--- config.mk ---
export PLATFORM = sky130hd
export DESIGN_NAME = write_combining_buffer_tracker
export DESIGN_NICKNAME = d
export VERILOG_FILES = /design/src/sv/wcbt_pkg.sv /design/src/sv/wcbt_cell.sv /design/src/sv/wcbt_ctrl.sv /design/src/sv/write_combining_buffer_tracker.sv
export SDC_FILE = /design/constraint.sdc
export NUM_CORES = 2
export LEC_CHECK = 0
export BUFFER_PORTS_ARGS = -buffer_cell sky130_fd_sc_hd__buf_2
export CAP_MARGIN = 10
export CORE_MARGIN = 5
export CORE_UTILIZATION = 45
export CTS_CLUSTER_SIZE = 16
export DETAILED_ROUTE_END_ITERATION = 10
export PLACE_DENSITY = 0.73
export SYNTH_ARGS = -nofsm -noshare
export SYNTH_HDL_FRONTEND = slang
export SYNTH_SLANG_ARGS = --single-unit
--- constraint.sdc ---
create_clock -name i_clk -period 5.4 [get_ports i_clk]
set_input_delay 0.54 -clock i_clk [delete_from_list [all_inputs] [get_ports i_clk]]
set_output_delay 0.54 -clock i_clk [all_outputs]
set_load 0.05 [all_outputs]
--- src/sv/wcbt_pkg.sv ---
// Shared types, constants and codes for the write-combining buffer tracker.
`timescale 1ns / 1ps

package wcbt_pkg;

    localparam int TAG_W            = 16;
    localparam int BYTE_ADDR_W      = 48;
    localparam int DRAIN_W          = 4;
    localparam int STALL_W          = 19;
    localparam int LATENCY_W        = 16;
    localparam int OUT_DATA_W       = 32;
    localparam int PADDR_W          = 3;
    localparam int PDATA_W          = 32;

    localparam logic [STALL_W-1:0] STALL_MAX = '1;

    localparam int BUFFER_COUNT_DEF   = 8;
    localparam int TABLE_SLOTS_DEF    = 32;
    localparam int LINE_BYTES_LOG_DEF = 6;

    localparam logic REG_WRITE_LATENCY = 1'b0;

    typedef enum logic {
        OP_STORE = 1'b0,
        OP_FLUSH = 1'b1
    } t_opcode;

    typedef enum logic [2:0] {
        S_IDLE,
        S_REM,
        S_PROBE,
        S_MULT,
        S_DONE
    } t_state;

    typedef struct packed {
        logic             clear;
        logic             launch;
        logic             advance;
        logic [TAG_W-1:0] tag;
    } t_cell_ctl;

    typedef struct packed {
        logic hit;
        logic alloc;
    } t_cell_stat;

endpackage

--- src/sv/wcbt_cell.sv ---
// One tag slot of the table, with the probe token that travels along the row of slots.
`timescale 1ns / 1ps

module wcbt_cell import wcbt_pkg::*; #(
    parameter int SLOT_W = 5,
    parameter int INDEX  = 0
) (
    input  logic              i_clk,
    input  logic              i_rst_n,
    input  t_cell_ctl         i_ctl,
    input  logic [SLOT_W-1:0] i_start,
    input  logic              i_pass,
    output logic              o_pass,
    output t_cell_stat        o_stat
);

    logic [TAG_W-1:0] r_tag;
    logic [TAG_W-1:0] n_tag;
    logic             r_token;
    logic             n_token;
    logic             w_match;
    logic             w_empty;

    assign w_match = r_token && (r_tag == i_ctl.tag);
    assign w_empty = r_token && (r_tag == '0) && !w_match;
    assign o_pass  = r_token && !w_match && !w_empty;
    assign o_stat  = '{hit: w_match, alloc: w_empty};

    always_comb begin
        n_tag = r_tag;
        if (i_ctl.clear) begin
            n_tag = '0;
        end else if (w_empty) begin
            n_tag = i_ctl.tag;
        end
        if (i_ctl.launch) begin
            n_token = (i_start == SLOT_W'(INDEX));
        end else if (i_ctl.advance) begin
            n_token = i_pass;
        end else begin
            n_token = 1'b0;
        end
    end

    always_ff @(posedge i_clk) begin
        if (!i_rst_n) begin
            r_tag   <= '0;
            r_token <= 1'b0;
        end else begin
            r_tag   <= n_tag;
            r_token <= n_token;
        end
    end

endmodule

--- src/sv/wcbt_ctrl.sv ---
// Sequencer: drain decision, start slot, probe steps, occupancy, stall product and result register.
`timescale 1ns / 1ps

module wcbt_ctrl import wcbt_pkg::*; #(
    parameter int BUFFER_COUNT = BUFFER_COUNT_DEF,
    parameter int TABLE_SLOTS  = TABLE_SLOTS_DEF,
    parameter int SLOT_W       = $clog2(TABLE_SLOTS)
) (
    input  logic                 i_clk,
    input  logic                 i_rst_n,
    input  logic                 i_in_valid,
    output logic                 o_in_ready,
    input  t_opcode              i_opcode,
    input  logic [TAG_W-1:0]     i_tag,
    input  logic [LATENCY_W-1:0] i_latency,
    input  t_cell_stat           i_stat,
    output t_cell_ctl            o_ctl,
    output logic [SLOT_W-1:0]    o_start,
    output logic                 o_out_valid,
    input  logic                 i_out_ready,
    output logic                 o_hit,
    output logic                 o_alloc,
    output logic [DRAIN_W-1:0]   o_drained,
    output logic [STALL_W-1:0]   o_stall
);

    localparam int  CNT_W = $clog2(BUFFER_COUNT + 1);
    localparam int  PRD_W = (CNT_W + LATENCY_W > STALL_W) ? CNT_W + LATENCY_W : STALL_W;
    localparam bit  POW2  = ((TABLE_SLOTS & (TABLE_SLOTS - 1)) == 0);
    localparam logic [31:0] RECIP = 32'((1 << TAG_W) / TABLE_SLOTS);

    t_state             r_state,   n_state;
    logic [TAG_W-1:0]   r_tag,     n_tag;
    logic [TAG_W-1:0]   r_quot,    n_quot;
    logic [CNT_W-1:0]   r_count,   n_count;
    logic [CNT_W-1:0]   r_drained, n_drained;
    logic [SLOT_W-1:0]  r_step,    n_step;
    logic               r_hit,     n_hit;
    logic               r_alloc,   n_alloc;
    logic [PRD_W-1:0]   r_prod,    n_prod;
    logic               r_out_valid, n_out_valid;
    logic               r_out_hit;
    logic               r_out_alloc;
    logic [DRAIN_W-1:0] r_out_drained;
    logic [STALL_W-1:0] r_out_stall;
    logic               w_load;
    logic               w_accept;
    logic [TAG_W-1:0]   w_rem_est;
    logic [TAG_W-1:0]   w_rem_fix;

    assign o_in_ready  = (r_state == S_IDLE);
    assign w_accept    = o_in_ready && i_in_valid;
    assign w_load      = (r_state == S_DONE) && (!r_out_valid || i_out_ready);
    // The reciprocal quotient is at most one short, so one subtraction finishes the remainder.
    assign w_rem_est   = r_tag - TAG_W'(32'(r_quot) * 32'(TABLE_SLOTS));
    assign w_rem_fix   = (w_rem_est >= TAG_W'(TABLE_SLOTS)) ?
                         w_rem_est - TAG_W'(TABLE_SLOTS) : w_rem_est;

    assign o_out_valid = r_out_valid;
    assign o_hit       = r_out_hit;
    assign o_alloc     = r_out_alloc;
    assign o_drained   = r_out_drained;
    assign o_stall     = r_out_stall;

    always_comb begin
        n_state     = r_state;
        n_tag       = r_tag;
        n_quot      = r_quot;
        n_count     = r_count;
        n_drained   = r_drained;
        n_step      = r_step;
        n_hit       = r_hit;
        n_alloc     = r_alloc;
        n_prod      = r_prod;
        o_ctl       = '0;
        o_ctl.tag   = r_tag;
        o_start     = '0;
        n_out_valid = r_out_valid;
        if (r_out_valid && i_out_ready) begin
            n_out_valid = 1'b0;
        end
        case (r_state)
            S_IDLE: begin
                if (w_accept) begin
                    n_tag     = i_tag;
                    n_hit     = 1'b0;
                    n_alloc   = 1'b0;
                    n_drained = '0;
                    if (i_opcode == OP_FLUSH || r_count >= CNT_W'(BUFFER_COUNT)) begin
                        o_ctl.clear = 1'b1;
                        n_count     = '0;
                        n_drained   = r_count;
                    end
                    if (i_opcode == OP_FLUSH) begin
                        n_state = S_MULT;
                    end else if (POW2) begin
                        o_ctl.launch = 1'b1;
                        o_start      = i_tag[SLOT_W-1:0];
                        n_step       = '0;
                        n_state      = S_PROBE;
                    end else begin
                        n_quot  = TAG_W'((32'(i_tag) * RECIP) >> TAG_W);
                        n_state = S_REM;
                    end
                end
            end
            S_REM: begin
                o_ctl.launch = 1'b1;
                o_start      = w_rem_fix[SLOT_W-1:0];
                n_step       = '0;
                n_state      = S_PROBE;
            end
            S_PROBE: begin
                if (i_stat.hit) begin
                    n_hit   = 1'b1;
                    n_state = S_MULT;
                end else if (i_stat.alloc) begin
                    n_alloc = 1'b1;
                    n_count = r_count + 1'b1;
                    n_state = S_MULT;
                end else if (r_step == SLOT_W'(TABLE_SLOTS - 1)) begin
                    n_state = S_MULT;
                end else begin
                    o_ctl.advance = 1'b1;
                    n_step        = r_step + 1'b1;
                end
            end
            S_MULT: begin
                n_prod  = PRD_W'(r_drained) * PRD_W'(i_latency);
                n_state = S_DONE;
            end
            S_DONE: begin
                if (w_load) begin
                    n_out_valid = 1'b1;
                    n_state     = S_IDLE;
                end
            end
            default: begin
                n_state = S_IDLE;
            end
        endcase
    end

    always_ff @(posedge i_clk) begin
        if (!i_rst_n) begin
            r_state     <= S_IDLE;
            r_count     <= '0;
            r_out_valid <= 1'b0;
        end else begin
            r_state     <= n_state;
            r_count     <= n_count;
            r_out_valid <= n_out_valid;
        end
    end

    always_ff @(posedge i_clk) begin
        r_tag     <= n_tag;
        r_quot    <= n_quot;
        r_drained <= n_drained;
        r_step    <= n_step;
        r_hit     <= n_hit;
        r_alloc   <= n_alloc;
        r_prod    <= n_prod;
        if (w_load) begin
            r_out_hit     <= r_hit;
            r_out_alloc   <= r_alloc;
            r_out_drained <= DRAIN_W'(r_drained);
            r_out_stall   <= (r_prod > PRD_W'(STALL_MAX)) ? STALL_MAX : r_prod[STALL_W-1:0];
        end
    end

endmodule

--- src/sv/write_combining_buffer_tracker.sv ---
// Top level of the write-combining buffer tracker: configuration port, slot row and sequencer.
`timescale 1ns / 1ps

// Each streaming store is looked up by its 16-bit line tag in a row of TABLE_SLOTS slot cells;
// a probe token enters at slot (tag mod TABLE_SLOTS) and moves one cell per clock until it finds
// the tag or an empty slot, or every slot has been probed; a store probes at most n + 1 slots at
// an occupancy of n, never more than TABLE_SLOTS, and first works out the start-slot remainder
// in a separate step when TABLE_SLOTS is not a power of two, while a flush skips the probe. One
// item is in work at a time; the result sits in an output register, so the next item is taken as
// soon as the sequencer is back in idle. A store arriving with BUFFER_COUNT buffers open, and every
// flush, drains and clears all slots together and charges write_latency_cycles stall cycles
// per drained buffer, saturated to 19 bits. No clearing pass is needed after reset.
module write_combining_buffer_tracker import wcbt_pkg::*; #(
    parameter int BUFFER_COUNT   = BUFFER_COUNT_DEF,
    parameter int TABLE_SLOTS    = TABLE_SLOTS_DEF,
    parameter int LINE_BYTES_LOG = LINE_BYTES_LOG_DEF
) (
    input  logic                   i_clk,
    input  logic                   i_rst_n,
    input  logic                   i_s_axis_tvalid,
    output logic                   o_s_axis_tready,
    // byte_address [47:0]
    input  logic [BYTE_ADDR_W-1:0] i_s_axis_tdata,
    // opcode [0]
    input  logic                   i_s_axis_tuser,
    output logic                   o_m_axis_tvalid,
    input  logic                   i_m_axis_tready,
    // hit [0], allocated [1], drained_buffers [5:2], stall_cycles [24:6], zero [31:25]
    output logic [OUT_DATA_W-1:0]  o_m_axis_tdata,
    input  logic                   psel,
    input  logic                   penable,
    input  logic                   pwrite,
    input  logic [PADDR_W-1:0]     paddr,
    input  logic [PDATA_W-1:0]     pwdata,
    output logic [PDATA_W-1:0]     prdata,
    output logic                   pready
);

    localparam int SLOT_W = $clog2(TABLE_SLOTS);

    logic [LATENCY_W-1:0] r_latency;
    logic [TAG_W-1:0]     w_tag;
    t_cell_ctl            w_ctl;
    logic [SLOT_W-1:0]    w_start;
    t_cell_stat           w_cell_stat [TABLE_SLOTS];
    logic                 w_pass      [TABLE_SLOTS];
    t_cell_stat           w_stat;
    logic                 w_hit;
    logic                 w_alloc;
    logic [DRAIN_W-1:0]   w_drained;
    logic [STALL_W-1:0]   w_stall;

    assign pready = 1'b1;
    assign prdata = (paddr[2] == REG_WRITE_LATENCY) ? PDATA_W'(r_latency) : '0;

    always_ff @(posedge i_clk) begin
        if (!i_rst_n) begin
            r_latency <= '0;
        end else if (psel && penable && pwrite && pready && paddr[2] == REG_WRITE_LATENCY) begin
            r_latency <= pwdata[LATENCY_W-1:0];
        end
    end

    assign w_tag = i_s_axis_tdata[LINE_BYTES_LOG +: TAG_W];

    for (genvar g = 0; g < TABLE_SLOTS; g++) begin : g_cell
        wcbt_cell #(
            .SLOT_W (SLOT_W),
            .INDEX  (g)
        ) u_cell (
            .i_clk   (i_clk),
            .i_rst_n (i_rst_n),
            .i_ctl   (w_ctl),
            .i_start (w_start),
            .i_pass  (w_pass[(g + TABLE_SLOTS - 1) % TABLE_SLOTS]),
            .o_pass  (w_pass[g]),
            .o_stat  (w_cell_stat[g])
        );
    end

    always_comb begin
        w_stat = '0;
        for (int i = 0; i < TABLE_SLOTS; i++) begin
            w_stat.hit   = w_stat.hit   | w_cell_stat[i].hit;
            w_stat.alloc = w_stat.alloc | w_cell_stat[i].alloc;
        end
    end

    wcbt_ctrl #(
        .BUFFER_COUNT (BUFFER_COUNT),
        .TABLE_SLOTS  (TABLE_SLOTS),
        .SLOT_W       (SLOT_W)
    ) u_ctrl (
        .i_clk       (i_clk),
        .i_rst_n     (i_rst_n),
        .i_in_valid  (i_s_axis_tvalid),
        .o_in_ready  (o_s_axis_tready),
        .i_opcode    (t_opcode'(i_s_axis_tuser)),
        .i_tag       (w_tag),
        .i_latency   (r_latency),
        .i_stat      (w_stat),
        .o_ctl       (w_ctl),
        .o_start     (w_start),
        .o_out_valid (o_m_axis_tvalid),
        .i_out_ready (i_m_axis_tready),
        .o_hit       (w_hit),
        .o_alloc     (w_alloc),
        .o_drained   (w_drained),
        .o_stall     (w_stall)
    );

    assign o_m_axis_tdata = OUT_DATA_W'({w_stall, w_drained, w_alloc, w_hit});

endmodule

==> impl_table.tex <==
\begin{tabular}{lr}
\hline
Metric & Value \\
\hline
\multicolumn{2}{l}{\textbf{Power}} \\
Peak ir drop on the vdd network & 0.2247 mV \\
Leakage & 12.47 nW \\
Power density over the cells & 314.5 nW/µm² \\
\multicolumn{2}{l}{\textbf{STA}} \\
Final hold violation count & 0 \\
Smallest setup slack after layout & 0.8214 ns \\
Unrepaired setup endpoints after global routing & no \\
Max-Slew Margin vs Limit & 14.93\% \\
Clock skew & 0.02093 ns \\
Final critical path time including I/O delays and setup & 4.579 ns \\
Setup TNS Final & 0 ns \\
Final slew viol count & 0 \\
Worst hold slack & 0.1244 ns \\
Setup-failing EPs final & 0 \\
Slew @ Worst Pin & 1.276 ns \\
Share of the cycle needed by the critical path after routing & 84.79\% \\
Peak clock frequency supported by timing & 218.4 MHz \\
\multicolumn{2}{l}{\textbf{Min path}} \\
Worst min-delay path startpoint & i\_s\_axis\_tdata[17] \\
Worst hold-check path type & in -> reg \\
\multicolumn{2}{l}{\textbf{Worst setup path}} \\
Worst reg2reg setup slack & 0.82 ns \\
Data arrival time of the critical path & 4.92 ns \\
Crit path max fanout & 17 \\
Data required time of the worst path & 5.75 ns \\
Stage delay of the slowest cell on the critical path & 0.56 ns \\
Top cell by count, worst path & sky130\_fd\_sc\_hd\_\_fa\_1 \\
Critical-path cell with the highest stage delay & sky130\_fd\_sc\_hd\_\_o41ai\_1 \\
CP endpoint kind & flip-flop \\
Worst-path cell chain & buf\_4 > and2\_1 > fa\_1 > inv\_1 > fa\_1 > inv\_1 > fa\_1 > a21o\_1 > a21oi\_1 > nor2\_1 > nor4\_1 > o31ai\_1 > o41ai\_1 > o2111ai\_1 > a21oi\_1 > xnor2\_1 \\
Critical path launch point & u\_ctrl.r\_drained[1] \\
Origin of the critical flop-to-flop path & u\_ctrl.r\_drained[1] \\
Critical Setup Path Class & reg -> reg \\
Category of the worst setup path launch point & flip-flop \\
\multicolumn{2}{l}{\textbf{Yosys}} \\
Instance count of the mapped netlist & 3369 \\
Sequential cell area fraction in the yosys report & 44.49\% \\
Top FF cell, synth & sky130\_fd\_sc\_hd\_\_dfxtp\_1 \\
Asr flop ratio synth & 0\% \\
Area fraction of the dominant cell type after synthesis & 37.39\% \\
Netlist cell types & 67 \\
Area of the mapped netlist & 30420 µm² \\
Count of flip-flops with a built-in enable after synthesis & 72 \\
Dominant cells by area after synthesis & sky130\_fd\_sc\_hd\_\_dfxtp\_1, sky130\_fd\_sc\_hd\_\_xor2\_1, sky130\_fd\_sc\_hd\_\_a21oi\_1 \\
Count of state elements after synthesis & 640 \\
YS warnings & 0 \\
Average cell area after synthesis & 9.028 µm² \\
Library cell with the largest summed area after synthesis & sky130\_fd\_sc\_hd\_\_dfxtp\_1 \\
\multicolumn{2}{l}{\textbf{Clock tree}} \\
Post-cts hold buffer count & 0 \\
Post-cts sizing count & 0 \\
Post-CTS setup repair buffer count & 0 \\
Cell at the root of the clock tree & sky130\_fd\_sc\_hd\_\_clkbuf\_16 \\
Clock insertion delay at the later pin of the skew report & 0.59 ns \\
Total CTS buffers & 68 \\
Max Buffers Root-to-Sink & 3 \\
CTS tree & done \\
Total number of clock tree sinks & 640 \\
Clock transition at the registers of the reported paths & 0.06 ns \\
Number of H-tree branching levels & 3 \\
\multicolumn{2}{l}{\textbf{Drt}} \\
Number of optimization iterations in the first detailed-route pass & 8 \\
Via/cell ratio & 5.554 \\
Antenna Violating Nets Remaining & 0 \\
Routed wire per std cell & 17.72 µm \\
Starting DRC count in detailed routing & 1872 \\
WL final & 75.28 mm \\
DR DRC count & 0 \\
Vias & 23590 \\
\multicolumn{2}{l}{\textbf{Global route}} \\
Number of antenna violations at the first check in global routing & 3 \\
Via count of the first global-routing pass & 22480 \\
Pin count of the biggest net entering global routing & 237 \\
Wire length of the first global-routing pass & 119.8 mm \\
Final global-route overflow total & 0 \\
Global router's overall resource usage & 19.73\% \\
\multicolumn{2}{l}{\textbf{Cells and area}} \\
Total of fill cells in the finished design & 6113 \\
Nets & 3472 \\
Footprint of the multi-input gates & 14910 µm² \\
Proportion of layout cells with a drive suffix above 1 & 8.889\% \\
Commonest non-fill, non-tap cells in the layout & sky130\_fd\_sc\_hd\_\_dfxtp\_1, sky130\_fd\_sc\_hd\_\_a21oi\_1, sky130\_fd\_sc\_hd\_\_nor2\_1 \\
FF+latch area & 13530 µm² \\
Final antenna diode count & 0 \\
Post-Layout Cell Count & 4248 \\
Leading cell type in the layout, fill and taps excluded & sky130\_fd\_sc\_hd\_\_dfxtp\_1 \\
Synthesis-to-layout area growth & 8.840\% \\
Area of all placed cells without fillers & 33100 µm² \\
\multicolumn{2}{l}{\textbf{Placement}} \\
Weighted congestion at the end of routability-driven global placement & 0.8697 \\
Placed Cells incl. Taps & 4129 \\
Setup slack at placement & 0.8768 ns \\
Number of buffers inserted by port buffering & 83 \\
HPWL after DPL & 47.06 mm \\
Post-place instance area & 30930 µm² \\
\multicolumn{2}{l}{\textbf{Floorplanning}} \\
Number of core rows & 95 \\
Starting density of the core & 45.29\% \\
Y dimension of the die & 270.0 µm \\
Die footprint & 72890 µm² \\
Die width & 270.0 µm \\
Area of the core & 67160 µm² \\
I/O pin total & 158 \\
\multicolumn{2}{l}{\textbf{Outcome}} \\
Status & finished clean \\
\multicolumn{2}{l}{\textbf{Job}} \\
Number of maximum-capacitance constraint violations & 0 \\
\hline
\end{tabular}
-- kinds of logic after synthesis --
logic type	synth area share [%]
AO/OA/AOI/OAI	11.16
XOR/XNOR	15.29
adder cells (fa/ha/maj)	2.954
buffers and inverters	6.788
flip-flops	44.49
multiplexers	0.03291
other	0.02469
AND/OR/NAND/NOR	19.26
-- state kept, by name (all words and copies together) (netlist names) --
| name | cells |
|---|---|
| u_ctrl.o_out_valid | 1 |
| u_ctrl.r_tag | 16 |
| u_ctrl.r_hit | 1 |
| u_ctrl.r_drained | 4 |
| u_ctrl.o_drained | 4 |
| g_cell.u_cell.r_tag | 512 |
| u_ctrl.o_stall | 19 |
| u_ctrl.o_alloc | 1 |
| u_ctrl.r_step | 5 |
| u_ctrl.r_alloc | 1 |
| r_latency | 16 |
| u_ctrl.r_count | 4 |
| g_cell.u_cell.r_token | 32 |
| u_ctrl.r_state | 3 |
| u_ctrl.o_hit | 1 |
| u_ctrl.r_prod | 20 |
-- Yosys cell counts (18+ instances only) --
master                     instances
sky130_fd_sc_hd__a21oi_1         531
sky130_fd_sc_hd__and2_1           34
sky130_fd_sc_hd__and3_1           23
sky130_fd_sc_hd__and4_1           32
sky130_fd_sc_hd__buf_4            27
sky130_fd_sc_hd__buf_6            56
sky130_fd_sc_hd__clkbuf_1        155
sky130_fd_sc_hd__dfxtp_1         568
sky130_fd_sc_hd__edfxtp_1         72
sky130_fd_sc_hd__fa_1             28
sky130_fd_sc_hd__ha_1             27
sky130_fd_sc_hd__inv_1            95
sky130_fd_sc_hd__nand2_1         146
sky130_fd_sc_hd__nand4_1          71
sky130_fd_sc_hd__nor2_1          509
sky130_fd_sc_hd__nor2b_1          25
sky130_fd_sc_hd__nor4_1          213
sky130_fd_sc_hd__o22ai_1          20
sky130_fd_sc_hd__o32ai_1          18
sky130_fd_sc_hd__or2_2            23
sky130_fd_sc_hd__xnor2_1         206
sky130_fd_sc_hd__xor2_1          323
-- final cells by class --
cell class              count  area share (%)
multi-input cells        2388           45.05
flip-flops and latches    640           40.88
clock buffers             107           6.217
well taps                 873           3.300
repair buffers            132           3.122
inverters                  96           1.089
clock inverters            12          0.3439
-- final timing paths --
check / end / cells past startpoint
max: u_ctrl.r_prod[18] / 16
min: u_ctrl.r_tag[11] / 1
max reg2reg: u_ctrl.r_prod[18] / 16
min reg2reg: u_ctrl.o_hit / 0
-- power by group --
group          internal, W  switching, W
clock              0.00271       0.00185
sequential         0.00486     0.0000386
combinational     0.000289      0.000663
-- critical path, delay by kind of cell (launching register included) --
kind	cells	cell delay, ns
AOI/OAI and AO/OA	6	1.60
adders and majority gates	3	1.40
and+or+nand+nor	3	0.57
DFF	1	0.37
buffers and inverters	3	0.31
xor gates and xnor gates	1	0.08
-- per-layer routing --
layer / track usage [%] / share of wire, % / vias to the layer above
li1: - / - / 11360
met1: 26.27 / 44 / 11430
met2: 33.30 / 47 / 652
met3: 2.967 / 6.0 / 147
met4: 6.002 / 2.7 / 4
met5: 0 / 0.036 / -
-- per-stage QoR --
stage / util (%) / total power (W)
finish: 49.29 / 0.01041
global route: 49.29 / 0.01075
CTS: 49.29 / 0.01047
detailed placement: 46.06 / 0.005936
global placement: 46.06 / 0.005927
floorplan: - / 0.005744
(Power assumes the default switching activity.)
